<file path="config.mk">
export PLATFORM = sky130hd
export DESIGN_NAME = wav_pcm_stream_parser
export DESIGN_NICKNAME = d
export VERILOG_FILES = /design/src/rtl/wpp_pkg.sv /design/src/rtl/wav_pcm_stream_parser.sv /design/src/rtl/wpp_fifo.sv /design/src/rtl/wpp_front.sv /design/src/rtl/wpp_back.sv
export SDC_FILE = /design/constraint.sdc
export NUM_CORES = 2
export LEC_CHECK = 0
export ABC_AREA = 1
export BUFFER_PORTS_ARGS = -buffer_cell sky130_fd_sc_hd__clkbuf_2
export CORE_ASPECT_RATIO = 1.4
export CORE_MARGIN = 2
export CORE_UTILIZATION = 60
export CTS_BUF_LIST = sky130_fd_sc_hd__clkbuf_4 sky130_fd_sc_hd__clkbuf_8 sky130_fd_sc_hd__clkbuf_16
export DETAILED_ROUTE_END_ITERATION = 8
export PLACE_DENSITY = 0.74
export SLEW_MARGIN = 20
export SYNTH_ARGS = -nofsm -noshare
export SYNTH_HDL_FRONTEND = slang
export SYNTH_SLANG_ARGS = --single-unit
</file>
<file path="constraint.sdc">
create_clock -name clk -period 6.6 [get_ports clk]
set_input_delay 0.66 -clock clk [delete_from_list [all_inputs] [get_ports clk]]
set_output_delay 0.66 -clock clk [all_outputs]
set_load 0.005 [all_outputs]
</file>
<file path="src/rtl/wpp_pkg.sv">
package wpp_pkg;

	// parse phases, one per header field, then data and idle
	typedef enum logic [3:0] {
		PH_RIFF, PH_RIFF_SIZE, PH_WAVE, PH_FMT, PH_FMT_SIZE, PH_FORMAT, PH_CHANNELS,
		PH_RATE, PH_BYTE_RATE, PH_BLOCK, PH_BITS, PH_DATA_ID, PH_DATA_SIZE,
		PH_DATA, PH_IDLE
	} phase_t;

	// back end sequencer
	typedef enum logic [2:0] {
		BK_POP, BK_MUL, BK_CHK, BK_DIV, BK_FIN
	} back_state_t;

	localparam logic [1:0] KIND_HEADER = 2'd0;
	localparam logic [1:0] KIND_SAMPLE = 2'd1;
	localparam logic [1:0] KIND_ERROR  = 2'd2;

	localparam logic [3:0] ERR_NONE       = 4'd0;
	localparam logic [3:0] ERR_RIFF       = 4'd1;
	localparam logic [3:0] ERR_WAVE       = 4'd2;
	localparam logic [3:0] ERR_FMT        = 4'd3;
	localparam logic [3:0] ERR_FORMAT     = 4'd4;
	localparam logic [3:0] ERR_CHANNELS   = 4'd5;
	localparam logic [3:0] ERR_RATE       = 4'd6;
	localparam logic [3:0] ERR_BYTE_RATE0 = 4'd7;
	localparam logic [3:0] ERR_BLOCK0     = 4'd8;
	localparam logic [3:0] ERR_BITS0      = 4'd9;
	localparam logic [3:0] ERR_BLOCK      = 4'd10;
	localparam logic [3:0] ERR_BYTE_RATE  = 4'd11;
	localparam logic [3:0] ERR_DATA_ID    = 4'd12;
	localparam logic [3:0] ERR_MULTIPLE   = 4'd13;
	localparam logic [3:0] ERR_BITS       = 4'd14;

	localparam logic [31:0] ID_RIFF = 32'h4646_4952;
	localparam logic [31:0] ID_WAVE = 32'h4556_4157;
	localparam logic [31:0] ID_FMT  = 32'h2074_6D66;
	localparam logic [31:0] ID_DATA = 32'h6174_6164;

	localparam logic [31:0] SIGN_FLIP = 32'h8000_0000;

	localparam int QUEUE_DEPTH = 4;
	localparam int QPTR_W      = $clog2(QUEUE_DEPTH);

	// one classified beat travelling from front to back
	typedef struct packed {
		logic        restart;
		logic        is_sample;
		phase_t      phase;
		logic [31:0] word;
		logic [15:0] channel;
		logic        frame_end;
	} q_entry_t;

	// header fields of two bytes
	function automatic logic is_short(phase_t ph);
		case (ph)
			PH_FORMAT, PH_CHANNELS, PH_BLOCK, PH_BITS: is_short = 1'b1;
			default:                                   is_short = 1'b0;
		endcase
	endfunction

endpackage

</file>
<file path="src/rtl/wav_pcm_stream_parser.sv">
// channel  direction  payload                                              handshake
// in       sink       data_byte, new_file                                  in_valid / in_stall
// out      source     result_kind, sample_value, channel_index, frame_end, out_valid / out_stall
//                     error_code, channel_count, sample_rate,
//                     sample_bits, frame_count
// One byte a cycle while the four-entry queue has room; data bytes stream at that rate.
// The end of a nonzero bit-depth field steps the back end through pop, multiply and compare.
// The data-size field runs a one-bit-a-cycle divider in the back end for frame count.
// Those stalls are absorbed by the queue until it fills, then in_stall rises.
// arst_n clears all control state; new_file restarts the parser at that byte.
module wav_pcm_stream_parser (
	input  logic               clk,
	input  logic               arst_n,
	input  logic               in_valid,
	output logic               in_stall,
	input  logic [7:0]         data_byte,
	input  logic               new_file,
	output logic               out_valid,
	input  logic               out_stall,
	output logic [1:0]         result_kind,
	output logic signed [31:0] sample_value,
	output logic [15:0]        channel_index,
	output logic               frame_end,
	output logic [3:0]         error_code,
	output logic [15:0]        channel_count,
	output logic [31:0]        sample_rate,
	output logic [5:0]         sample_bits,
	output logic [31:0]        frame_count
);

	logic              push, pop, full, empty;
	wpp_pkg::q_entry_t wr_entry, rd_entry;

	assign in_stall = full;

	wpp_front u_front (
		.clk       (clk),
		.arst_n    (arst_n),
		.accept    (in_valid && !in_stall),
		.data_byte (data_byte),
		.new_file  (new_file),
		.push      (push),
		.entry     (wr_entry)
	);

	wpp_fifo u_fifo (
		.clk     (clk),
		.arst_n  (arst_n),
		.push    (push),
		.wr_data (wr_entry),
		.pop     (pop),
		.rd_data (rd_entry),
		.full    (full),
		.empty   (empty)
	);

	wpp_back u_back (
		.clk           (clk),
		.arst_n        (arst_n),
		.entry         (rd_entry),
		.empty         (empty),
		.pop           (pop),
		.out_valid     (out_valid),
		.out_stall     (out_stall),
		.result_kind   (result_kind),
		.sample_value  (sample_value),
		.channel_index (channel_index),
		.frame_end     (frame_end),
		.error_code    (error_code),
		.channel_count (channel_count),
		.sample_rate   (sample_rate),
		.sample_bits   (sample_bits),
		.frame_count   (frame_count)
	);

endmodule

</file>
<file path="src/rtl/wpp_fifo.sv">
module wpp_fifo (
	input  logic               clk,
	input  logic               arst_n,
	input  logic               push,
	input  wpp_pkg::q_entry_t  wr_data,
	input  logic               pop,
	output wpp_pkg::q_entry_t  rd_data,
	output logic               full,
	output logic               empty
);

	wpp_pkg::q_entry_t               mem_q [wpp_pkg::QUEUE_DEPTH];
	logic [wpp_pkg::QPTR_W-1:0]      wr_ptr_q, rd_ptr_q;
	logic [wpp_pkg::QPTR_W:0]        count_q;

	assign full    = (count_q == (wpp_pkg::QPTR_W+1)'(wpp_pkg::QUEUE_DEPTH));
	assign empty   = (count_q == '0);
	assign rd_data = mem_q[rd_ptr_q];

	// storage
	always_ff @(posedge clk) begin
		if (push) begin
			mem_q[wr_ptr_q] <= wr_data;
		end
	end

	// pointers and fill level
	always_ff @(posedge clk or negedge arst_n) begin
		if (!arst_n) begin
			wr_ptr_q <= '0;
			rd_ptr_q <= '0;
			count_q  <= '0;
		end else begin
			if (push) wr_ptr_q <= wr_ptr_q + 1'b1;
			if (pop)  rd_ptr_q <= rd_ptr_q + 1'b1;
			if (push && !pop)      count_q <= count_q + 1'b1;
			else if (pop && !push) count_q <= count_q - 1'b1;
		end
	end

	a_no_overflow: assert property (@(posedge clk) disable iff (!arst_n)
		(push && !pop) |-> !full) else $error("queue overflow");
	a_no_underflow: assert property (@(posedge clk) disable iff (!arst_n)
		pop |-> !empty) else $error("queue underflow");
	a_count_step: assert property (@(posedge clk) disable iff (!arst_n)
		(push && pop) |=> $stable(count_q)) else $error("fill level moved");

endmodule

</file>
<file path="src/rtl/wpp_front.sv">
module wpp_front (
	input  logic               clk,
	input  logic               arst_n,
	input  logic               accept,
	input  logic [7:0]         data_byte,
	input  logic               new_file,
	output logic               push,
	output wpp_pkg::q_entry_t  entry
);

	wpp_pkg::phase_t phase_q, phase_n;
	logic [2:0]      cnt_q, cnt_n;
	logic [31:0]     shift_q, shift_n;
	logic [15:0]     chans_q, chans_n;
	logic [2:0]      nbytes_q, nbytes_n;
	logic [31:0]     left_q, left_n;
	logic [15:0]     cur_q, cur_n;
	logic            restart_q;
	logic [31:0]     v;
	logic            last_ch;

	// byte assembly, phase tracking and classification
	always_comb begin
		phase_n  = phase_q;
		cnt_n    = cnt_q;
		shift_n  = shift_q;
		chans_n  = chans_q;
		nbytes_n = nbytes_q;
		left_n   = left_q;
		cur_n    = cur_q;
		push     = 1'b0;
		entry    = '0;
		v        = '0;
		last_ch  = 1'b0;
		if (accept) begin
			if (new_file) begin
				phase_n  = wpp_pkg::PH_RIFF;
				cnt_n    = '0;
				shift_n  = '0;
				chans_n  = '0;
				nbytes_n = '0;
				left_n   = '0;
				cur_n    = '0;
			end
			entry.restart = restart_q | new_file;
			if (phase_n != wpp_pkg::PH_IDLE) begin
				shift_n = {data_byte, shift_n[31:8]};
				cnt_n   = cnt_n + 3'd1;
				if (phase_n == wpp_pkg::PH_DATA) begin
					left_n = left_n - 32'd1;
					if (cnt_n >= nbytes_n) begin
						last_ch         = ({1'b0, cur_n} + 17'd1) >= {1'b0, chans_n};
						push            = 1'b1;
						entry.is_sample = 1'b1;
						entry.phase     = wpp_pkg::PH_DATA;
						entry.word      = (nbytes_n == 3'd1) ? (shift_n ^ wpp_pkg::SIGN_FLIP)
						                                     : shift_n;
						entry.channel   = cur_n;
						entry.frame_end = last_ch;
						cur_n           = last_ch ? 16'd0 : cur_n + 16'd1;
						shift_n         = '0;
						cnt_n           = '0;
					end
					if (left_n == '0) phase_n = wpp_pkg::PH_IDLE;
				end else if (cnt_n >= (wpp_pkg::is_short(phase_n) ? 3'd2 : 3'd4)) begin
					v           = wpp_pkg::is_short(phase_n) ? {16'd0, shift_n[31:16]} : shift_n;
					push        = 1'b1;
					entry.phase = phase_n;
					entry.word  = v;
					shift_n     = '0;
					cnt_n       = '0;
					case (phase_n)
						wpp_pkg::PH_CHANNELS: begin
							chans_n = v[15:0];
							phase_n = wpp_pkg::PH_RATE;
						end
						wpp_pkg::PH_BITS: begin
							nbytes_n = v[5:3];
							phase_n  = wpp_pkg::PH_DATA_ID;
						end
						wpp_pkg::PH_DATA_SIZE: begin
							left_n  = v;
							cur_n   = '0;
							phase_n = (v == '0) ? wpp_pkg::PH_IDLE : wpp_pkg::PH_DATA;
						end
						default: begin
							phase_n = wpp_pkg::phase_t'(phase_n + 4'd1);
						end
					endcase
				end
			end
		end
	end

	always_ff @(posedge clk or negedge arst_n) begin
		if (!arst_n) begin
			phase_q   <= wpp_pkg::PH_RIFF;
			cnt_q     <= '0;
			shift_q   <= '0;
			chans_q   <= '0;
			nbytes_q  <= '0;
			left_q    <= '0;
			cur_q     <= '0;
			restart_q <= 1'b0;
		end else begin
			phase_q  <= phase_n;
			cnt_q    <= cnt_n;
			shift_q  <= shift_n;
			chans_q  <= chans_n;
			nbytes_q <= nbytes_n;
			left_q   <= left_n;
			cur_q    <= cur_n;
			// restart mark rides on the next queued beat
			if (push)                    restart_q <= 1'b0;
			else if (accept && new_file) restart_q <= 1'b1;
		end
	end

	a_idle_silent: assert property (@(posedge clk) disable iff (!arst_n)
		(accept && !new_file && phase_q == wpp_pkg::PH_IDLE) |-> !push)
		else $error("beat queued while idle");
	a_data_count: assert property (@(posedge clk) disable iff (!arst_n)
		(phase_q == wpp_pkg::PH_DATA && nbytes_q != '0) |-> cnt_q < nbytes_q)
		else $error("sample byte count overran");
	a_restart_clear: assert property (@(posedge clk) disable iff (!arst_n)
		push |=> !restart_q || $past(new_file && !push))
		else $error("restart mark not cleared");

endmodule

</file>
<file path="src/rtl/wpp_back.sv">
module wpp_back (
	input  logic               clk,
	input  logic               arst_n,
	input  wpp_pkg::q_entry_t  entry,
	input  logic               empty,
	output logic               pop,
	output logic               out_valid,
	input  logic               out_stall,
	output logic [1:0]         result_kind,
	output logic signed [31:0] sample_value,
	output logic [15:0]        channel_index,
	output logic               frame_end,
	output logic [3:0]         error_code,
	output logic [15:0]        channel_count,
	output logic [31:0]        sample_rate,
	output logic [5:0]         sample_bits,
	output logic [31:0]        frame_count
);

	wpp_pkg::back_state_t state_q, state_n;
	logic        dead_q, dead_eff;
	logic [15:0] ch_q, block_q, bits_q;
	logic [31:0] rate_q, brate_q;
	logic [28:0] prod_blk_q;
	logic [31:0] prod_rate_q;
	logic [47:0] rate_full;
	logic [31:0] quo_q;
	logic [15:0] rem_q;
	logic [4:0]  cnt_q;
	logic [16:0] trial, trial_sub;
	logic        trial_ge;
	logic        can_out, live;
	logic        emit;
	logic [1:0]  emit_kind;
	logic [3:0]  emit_code;
	logic        bits_ok;

	assign can_out   = !out_valid || !out_stall;
	assign dead_eff  = entry.restart ? 1'b0 : dead_q;
	assign live      = pop && !dead_eff;
	assign rate_full = {16'd0, rate_q} * {32'd0, block_q};
	assign trial     = {rem_q, quo_q[31]};
	assign trial_sub = trial - {1'b0, block_q};
	assign trial_ge  = trial >= {1'b0, block_q};
	assign bits_ok   = (bits_q == 16'd8) || (bits_q == 16'd16) ||
	                   (bits_q == 16'd24) || (bits_q == 16'd32);

	// next state
	always_comb begin
		state_n = state_q;
		case (state_q)
			wpp_pkg::BK_POP: begin
				if (live && !entry.is_sample) begin
					if (entry.phase == wpp_pkg::PH_BITS && entry.word[15:0] != '0)
						state_n = wpp_pkg::BK_MUL;
					else if (entry.phase == wpp_pkg::PH_DATA_SIZE)
						state_n = wpp_pkg::BK_DIV;
				end
			end
			wpp_pkg::BK_MUL: state_n = wpp_pkg::BK_CHK;
			wpp_pkg::BK_CHK: if (can_out) state_n = wpp_pkg::BK_POP;
			wpp_pkg::BK_DIV: if (cnt_q == 5'd31) state_n = wpp_pkg::BK_FIN;
			wpp_pkg::BK_FIN: if (can_out) state_n = wpp_pkg::BK_POP;
			default:         state_n = wpp_pkg::BK_POP;
		endcase
	end

	// checks and result selection
	always_comb begin
		pop       = 1'b0;
		emit      = 1'b0;
		emit_kind = wpp_pkg::KIND_ERROR;
		emit_code = wpp_pkg::ERR_NONE;
		case (state_q)
			wpp_pkg::BK_POP: begin
				pop = !empty && can_out;
				if (pop && !dead_eff) begin
					if (entry.is_sample) begin
						emit      = 1'b1;
						emit_kind = wpp_pkg::KIND_SAMPLE;
					end else begin
						case (entry.phase)
							wpp_pkg::PH_RIFF:
								if (entry.word != wpp_pkg::ID_RIFF) begin
									emit = 1'b1; emit_code = wpp_pkg::ERR_RIFF;
								end
							wpp_pkg::PH_WAVE:
								if (entry.word != wpp_pkg::ID_WAVE) begin
									emit = 1'b1; emit_code = wpp_pkg::ERR_WAVE;
								end
							wpp_pkg::PH_FMT:
								if (entry.word != wpp_pkg::ID_FMT) begin
									emit = 1'b1; emit_code = wpp_pkg::ERR_FMT;
								end
							wpp_pkg::PH_FORMAT:
								if (entry.word != 32'd1) begin
									emit = 1'b1; emit_code = wpp_pkg::ERR_FORMAT;
								end
							wpp_pkg::PH_CHANNELS:
								if (entry.word == '0) begin
									emit = 1'b1; emit_code = wpp_pkg::ERR_CHANNELS;
								end
							wpp_pkg::PH_RATE:
								if (entry.word == '0) begin
									emit = 1'b1; emit_code = wpp_pkg::ERR_RATE;
								end
							wpp_pkg::PH_BYTE_RATE:
								if (entry.word == '0) begin
									emit = 1'b1; emit_code = wpp_pkg::ERR_BYTE_RATE0;
								end
							wpp_pkg::PH_BLOCK:
								if (entry.word == '0) begin
									emit = 1'b1; emit_code = wpp_pkg::ERR_BLOCK0;
								end
							wpp_pkg::PH_BITS:
								if (entry.word == '0) begin
									emit = 1'b1; emit_code = wpp_pkg::ERR_BITS0;
								end
							wpp_pkg::PH_DATA_ID:
								if (entry.word != wpp_pkg::ID_DATA) begin
									emit = 1'b1; emit_code = wpp_pkg::ERR_DATA_ID;
								end
							default: emit = 1'b0;
						endcase
					end
				end
			end
			wpp_pkg::BK_CHK: begin
				if (can_out) begin
					if (prod_blk_q != {13'd0, block_q}) begin
						emit = 1'b1; emit_code = wpp_pkg::ERR_BLOCK;
					end else if (prod_rate_q != brate_q) begin
						emit = 1'b1; emit_code = wpp_pkg::ERR_BYTE_RATE;
					end
				end
			end
			wpp_pkg::BK_FIN: begin
				if (can_out) begin
					emit = 1'b1;
					if (rem_q != '0)  emit_code = wpp_pkg::ERR_MULTIPLE;
					else if (!bits_ok) emit_code = wpp_pkg::ERR_BITS;
					else               emit_kind = wpp_pkg::KIND_HEADER;
				end
			end
			default: pop = 1'b0;
		endcase
	end

	// control state
	always_ff @(posedge clk or negedge arst_n) begin
		if (!arst_n) begin
			state_q   <= wpp_pkg::BK_POP;
			dead_q    <= 1'b0;
			out_valid <= 1'b0;
			cnt_q     <= '0;
		end else begin
			state_q <= state_n;
			if (emit && emit_kind == wpp_pkg::KIND_ERROR) dead_q <= 1'b1;
			else if (pop && entry.restart)                dead_q <= 1'b0;
			if (emit)           out_valid <= 1'b1;
			else if (!out_stall) out_valid <= 1'b0;
			if (state_q == wpp_pkg::BK_DIV) cnt_q <= cnt_q + 5'd1;
			else                            cnt_q <= '0;
		end
	end

	// header fields, products, divider and result register
	always_ff @(posedge clk) begin
		if (live && !entry.is_sample) begin
			case (entry.phase)
				wpp_pkg::PH_CHANNELS:  ch_q    <= entry.word[15:0];
				wpp_pkg::PH_RATE:      rate_q  <= entry.word;
				wpp_pkg::PH_BYTE_RATE: brate_q <= entry.word;
				wpp_pkg::PH_BLOCK:     block_q <= entry.word[15:0];
				wpp_pkg::PH_BITS:      bits_q  <= entry.word[15:0];
				wpp_pkg::PH_DATA_SIZE: begin
					quo_q <= entry.word;
					rem_q <= '0;
				end
				default: ;
			endcase
		end
		if (state_q == wpp_pkg::BK_MUL) begin
			prod_blk_q  <= {16'd0, bits_q[15:3]} * {13'd0, ch_q};
			prod_rate_q <= rate_full[31:0];
		end
		if (state_q == wpp_pkg::BK_DIV) begin
			rem_q <= trial_ge ? trial_sub[15:0] : trial[15:0];
			quo_q <= {quo_q[30:0], trial_ge};
		end
		if (emit) begin
			result_kind   <= emit_kind;
			sample_value  <= (emit_kind == wpp_pkg::KIND_SAMPLE) ? entry.word : '0;
			channel_index <= (emit_kind == wpp_pkg::KIND_SAMPLE) ? entry.channel : '0;
			frame_end     <= (emit_kind == wpp_pkg::KIND_SAMPLE) ? entry.frame_end : 1'b0;
			error_code    <= emit_code;
			channel_count <= (emit_kind == wpp_pkg::KIND_HEADER) ? ch_q : '0;
			sample_rate   <= (emit_kind == wpp_pkg::KIND_HEADER) ? rate_q : '0;
			sample_bits   <= (emit_kind == wpp_pkg::KIND_HEADER) ? bits_q[5:0] : '0;
			frame_count   <= (emit_kind == wpp_pkg::KIND_HEADER) ? quo_q : '0;
		end
	end

	a_div_nonzero: assert property (@(posedge clk) disable iff (!arst_n)
		(state_q == wpp_pkg::BK_DIV) |-> block_q != '0) else $error("divide by zero");
	a_rem_below: assert property (@(posedge clk) disable iff (!arst_n)
		(state_q == wpp_pkg::BK_DIV) |-> rem_q < block_q) else $error("remainder too large");
	a_err_latch: assert property (@(posedge clk) disable iff (!arst_n)
		(emit && emit_kind == wpp_pkg::KIND_ERROR) |=> dead_q) else $error("error not latched");
	a_pop_state: assert property (@(posedge clk) disable iff (!arst_n)
		pop |-> state_q == wpp_pkg::BK_POP) else $error("pop outside pop state");

endmodule

</file>
==> results.json <==
{
  "outcome": "finished, final reports clean",
  "grt_use_total": 0.320,
  "fin_skew_ns": 0.0299,
  "htreeDepth": 3,
  "finalPower_mw": 28.0,
  "synth-seq-cells": 698,
  "grt_pass1_wl_um": 216000,
  "clockPowerShare": 0.154,
  "place.gp.congestion": 0.962,
  "cts_tree": "done",
  "cts-root-buf": "clkbuf_16",
  "die_y_um": 350,
  "yosys.area.top_type": "edfxtp_1",
  "endpoint_kind": "register",
  "synth_edf_count": 582,
  "syn_area_per_cell_um2": 8.85,
  "grt_max_degree": 96,
  "p_int_mw": 14.9,
  "fp.dieW_um": 251,
  "top_register": "u_fifo.mem_q",
  "num_io_pins": 156,
  "dieArea_um2": 87700,
  "hold_viol": 0,
  "wl_um": 138000,
  "required_ns": 6.98,
  "clock_latency_ns": 0.64,
  "start_util": 0.606,
  "hold_path.class": "in2async",
  "p_leak_nw": 27.1,
  "grt_pass1_vias": 40000,
  "wl_per_cell_um": 19.7,
  "io_buffer_count": 155,
  "startpoint_type": "register",
  "rrSetupSlack_ns": 0.31,
  "via_per_inst": 5.62,
  "clock_sinks": 698,
  "async_flop_share": 0.166,
  "critPathKind": "reg2reg",
  "yosysSeqAreaShare": 0.398,
  "critPathArrivalTime_ns": 6.67,
  "p_switching_mw": 13.1,
  "rsz0062_at_grt": "no",
  "synth_top_area_frac": 0.341,
  "via_count": 39300,
  "largest_reg_flops": 220,
  "first_pass_iters": 8,
  "ys.flop_type": "edfxtp_1",
  "fin_crit_ns": 6.29,
  "ff2ff_path_depth": 20,
  "drcViolationCount": 0,
  "antenna_found_initial": 2,
  "fin_cells": 6987,
  "diodes": 0,
  "r2r_end": "u_back.prod_rate_q[29]$_DFFE_PP_",
  "crit_fanout": 21,
  "pwr_density_cell_nw_per_um2": 504,
  "rows": 126,
  "clockBufferDepth": 3,
  "ant_nets": 0,
  "ctsResizeCount": 0,
  "grt-ovfl-total": 0,
  "cap_violations": 0,
  "ir_worst_vdd_mv": 0.626,
  "area.growth.synth_to_final_pct": 8.55,
  "drtIter0Drc": 3428,
  "clk_pin_slew_worst_paths_ns": 0.07,
  "swShare": 0.468,
  "core_area_um2": 84500,
  "syn_inst": 5788,
  "hpwl_um": 101000,
  "cts_hold_buf": 0,
  "slew_violations": 0,
  "fin_setup_tns_ns": 0,
  "dp.cells": 6853,
  "nNetsFinal": 6508,
  "period_share": 0.953,
  "p_comb_frac": 0.571,
  "synth.area.top_cells": "edfxtp_1, fa_1, nand2_1, inv_1, dfrtp_1",
  "final-setup-viol-count": 0,
  "synth_area_um2": 51200,
  "synthDistinctLibCells": 56,
  "tightest_slew_ns": 1.07,
  "max_freq_ghz": 0.159,
  "ys_warn_count": 0,
  "p_seq_frac": 0.275,
  "layout-drive-gt1-share": 0.0741,
  "r2r_start": "u_back.block_q[11]$_DFFE_PP_",
  "numCtsBuffers": 71,
  "slew_headroom": 0.289
}
[synth_stat cells (12+ instances only)]
| library cell | number |
|---|---|
| o21ai_1 | 29 |
| o22ai_1 | 18 |
| a21o_1 | 15 |
| xor2_1 | 79 |
| a21oi_1 | 217 |
| nand3_1 | 191 |
| xnor2_1 | 58 |
| clkbuf_1 | 188 |
| o211ai_1 | 12 |
| nor2_2 | 16 |
| inv_1 | 1092 |
| ha_1 | 191 |
| edfxtp_1 | 582 |
| nand2_1 | 1483 |
| buf_2 | 47 |
| inv_2 | 13 |
| buf_1 | 18 |
| nor3_1 | 24 |
| a221oi_1 | 15 |
| fa_1 | 460 |
| a31oi_1 | 27 |
| nor2_1 | 495 |
| o221ai_1 | 12 |
| nand4_1 | 34 |
| dfrtp_1 | 116 |
| nor4_1 | 20 |
| o21ai_0 | 232 |
[through the flow]
| step | util | hold WS [ns] | area, um2 | setup WS [ns] |
|---|---|---|---|---|
| 5_1_grt | 0.658 | 0.154 | 55600 | 0.0208 |
| 4_1_cts | 0.657 | 0.123 | 55500 | 0.332 |
| 2_1_floorplan | - | 0.364 | 51200 | 0.555 |
| 3_5_place_dp | 0.628 | 0.456 | 53000 | 0.368 |
| 3_3_place_gp | 0.628 | 0.446 | 53000 | 0.419 |
| 6_report | 0.658 | 0.103 | 55600 | 0.307 |
[area by class of cell]
type,instances,area (um2)
Timing Repair Buffer,248,1590
Clock buffer,84,1930
Fill cell,6788,28900
Tap cell,1088,1360
Clock inverter,44,529
Multi-Input combinational cell,3717,25600
Sequential cell,698,20400
Inverter,1108,4170
[metal layers]
metal | up-vias | track usage | wire [um]
li1 | 18200 | - | -
met1 | 18900 | 0.390 | 50500
met2 | 1715 | 0.554 | 69000
met3 | 461 | 0.0493 | 10600
met4 | 2 | 0.168 | 7870
met5 | - | 0 | 6
[worst max-delay path by stage]
stage / endpoint / start
4_1_cts: u_back.prod_rate_q[29]$_DFFE_PP_ / u_back.block_q[2]$_DFFE_PP_
3_3_place_gp: u_back.prod_rate_q[29]$_DFFE_PP_ / u_back.block_q[2]$_DFFE_PP_
2_1_floorplan: u_fifo.mem_q[0][0]$_DFFE_PP_ / new_file
5_1_grt: u_back.prod_rate_q[29]$_DFFE_PP_ / u_back.block_q[11]$_DFFE_PP_
3_5_place_dp: u_back.prod_rate_q[28]$_DFFE_PP_ / u_back.block_q[2]$_DFFE_PP_
6_report: u_back.prod_rate_q[29]$_DFFE_PP_ / u_back.block_q[11]$_DFFE_PP_
[cell usage in the layout (no fill, tap or decap), types with 154 or more instances in the layout]
cell,Yosys,routed
nand2_1,1483,1482
a21oi_1,217,217
clkbuf_2,0,154
nand3_1,191,191
o21ai_0,232,231
fa_1,460,460
nor2_1,495,487
inv_1,1092,1090
ha_1,191,191
edfxtp_1,582,582
[power by group through the flow]
stage          logic (mW)  registers, mW  clock network [mW]
6_report             16.0           7.69                4.31
5_1_grt              17.8           7.80                4.51
4_1_cts              15.8           7.68                4.36
3_5_place_dp         15.6           7.76                   0
3_3_place_gp         15.5           7.74                   0
2_1_floorplan        10.9           7.62                   0
[timing repair]
item                                    CTS  global route
endpoints found under the setup margin    0             2
endpoints found under the hold margin     0             0
buffers inserted                          0             6
[logic make-up after synthesis]
kind of cell	count (synthesis)	synth area share
compound gates	629	0.0693
xor+xnor	137	0.0234
fa+ha+maj	651	0.227
buf+inv	1375	0.103
flops	698	0.398
mux	1	0.000220
other cells	1	0.0000732
simple gates	2296	0.179
[worst max-delay path: stages (launching register included)]
cell      delay, ns
edfxtp_1       0.95
nand2_1        0.17
fa_1           0.54
inv_1          0.06
fa_1           0.60
fa_1           0.46
fa_1           0.48
fa_1           0.50
inv_1          0.05
fa_1           0.47
inv_1          0.04
ha_1           0.36
nand2_1        0.16
nor4_1         0.41
nand3_1        0.12
nand3_1        0.18
nand3_1        0.11
nand2_1        0.11
nand3_1        0.09
nand2_1        0.08
xor2_1         0.07
Note: power is estimated with default switching activity, not from simulation.
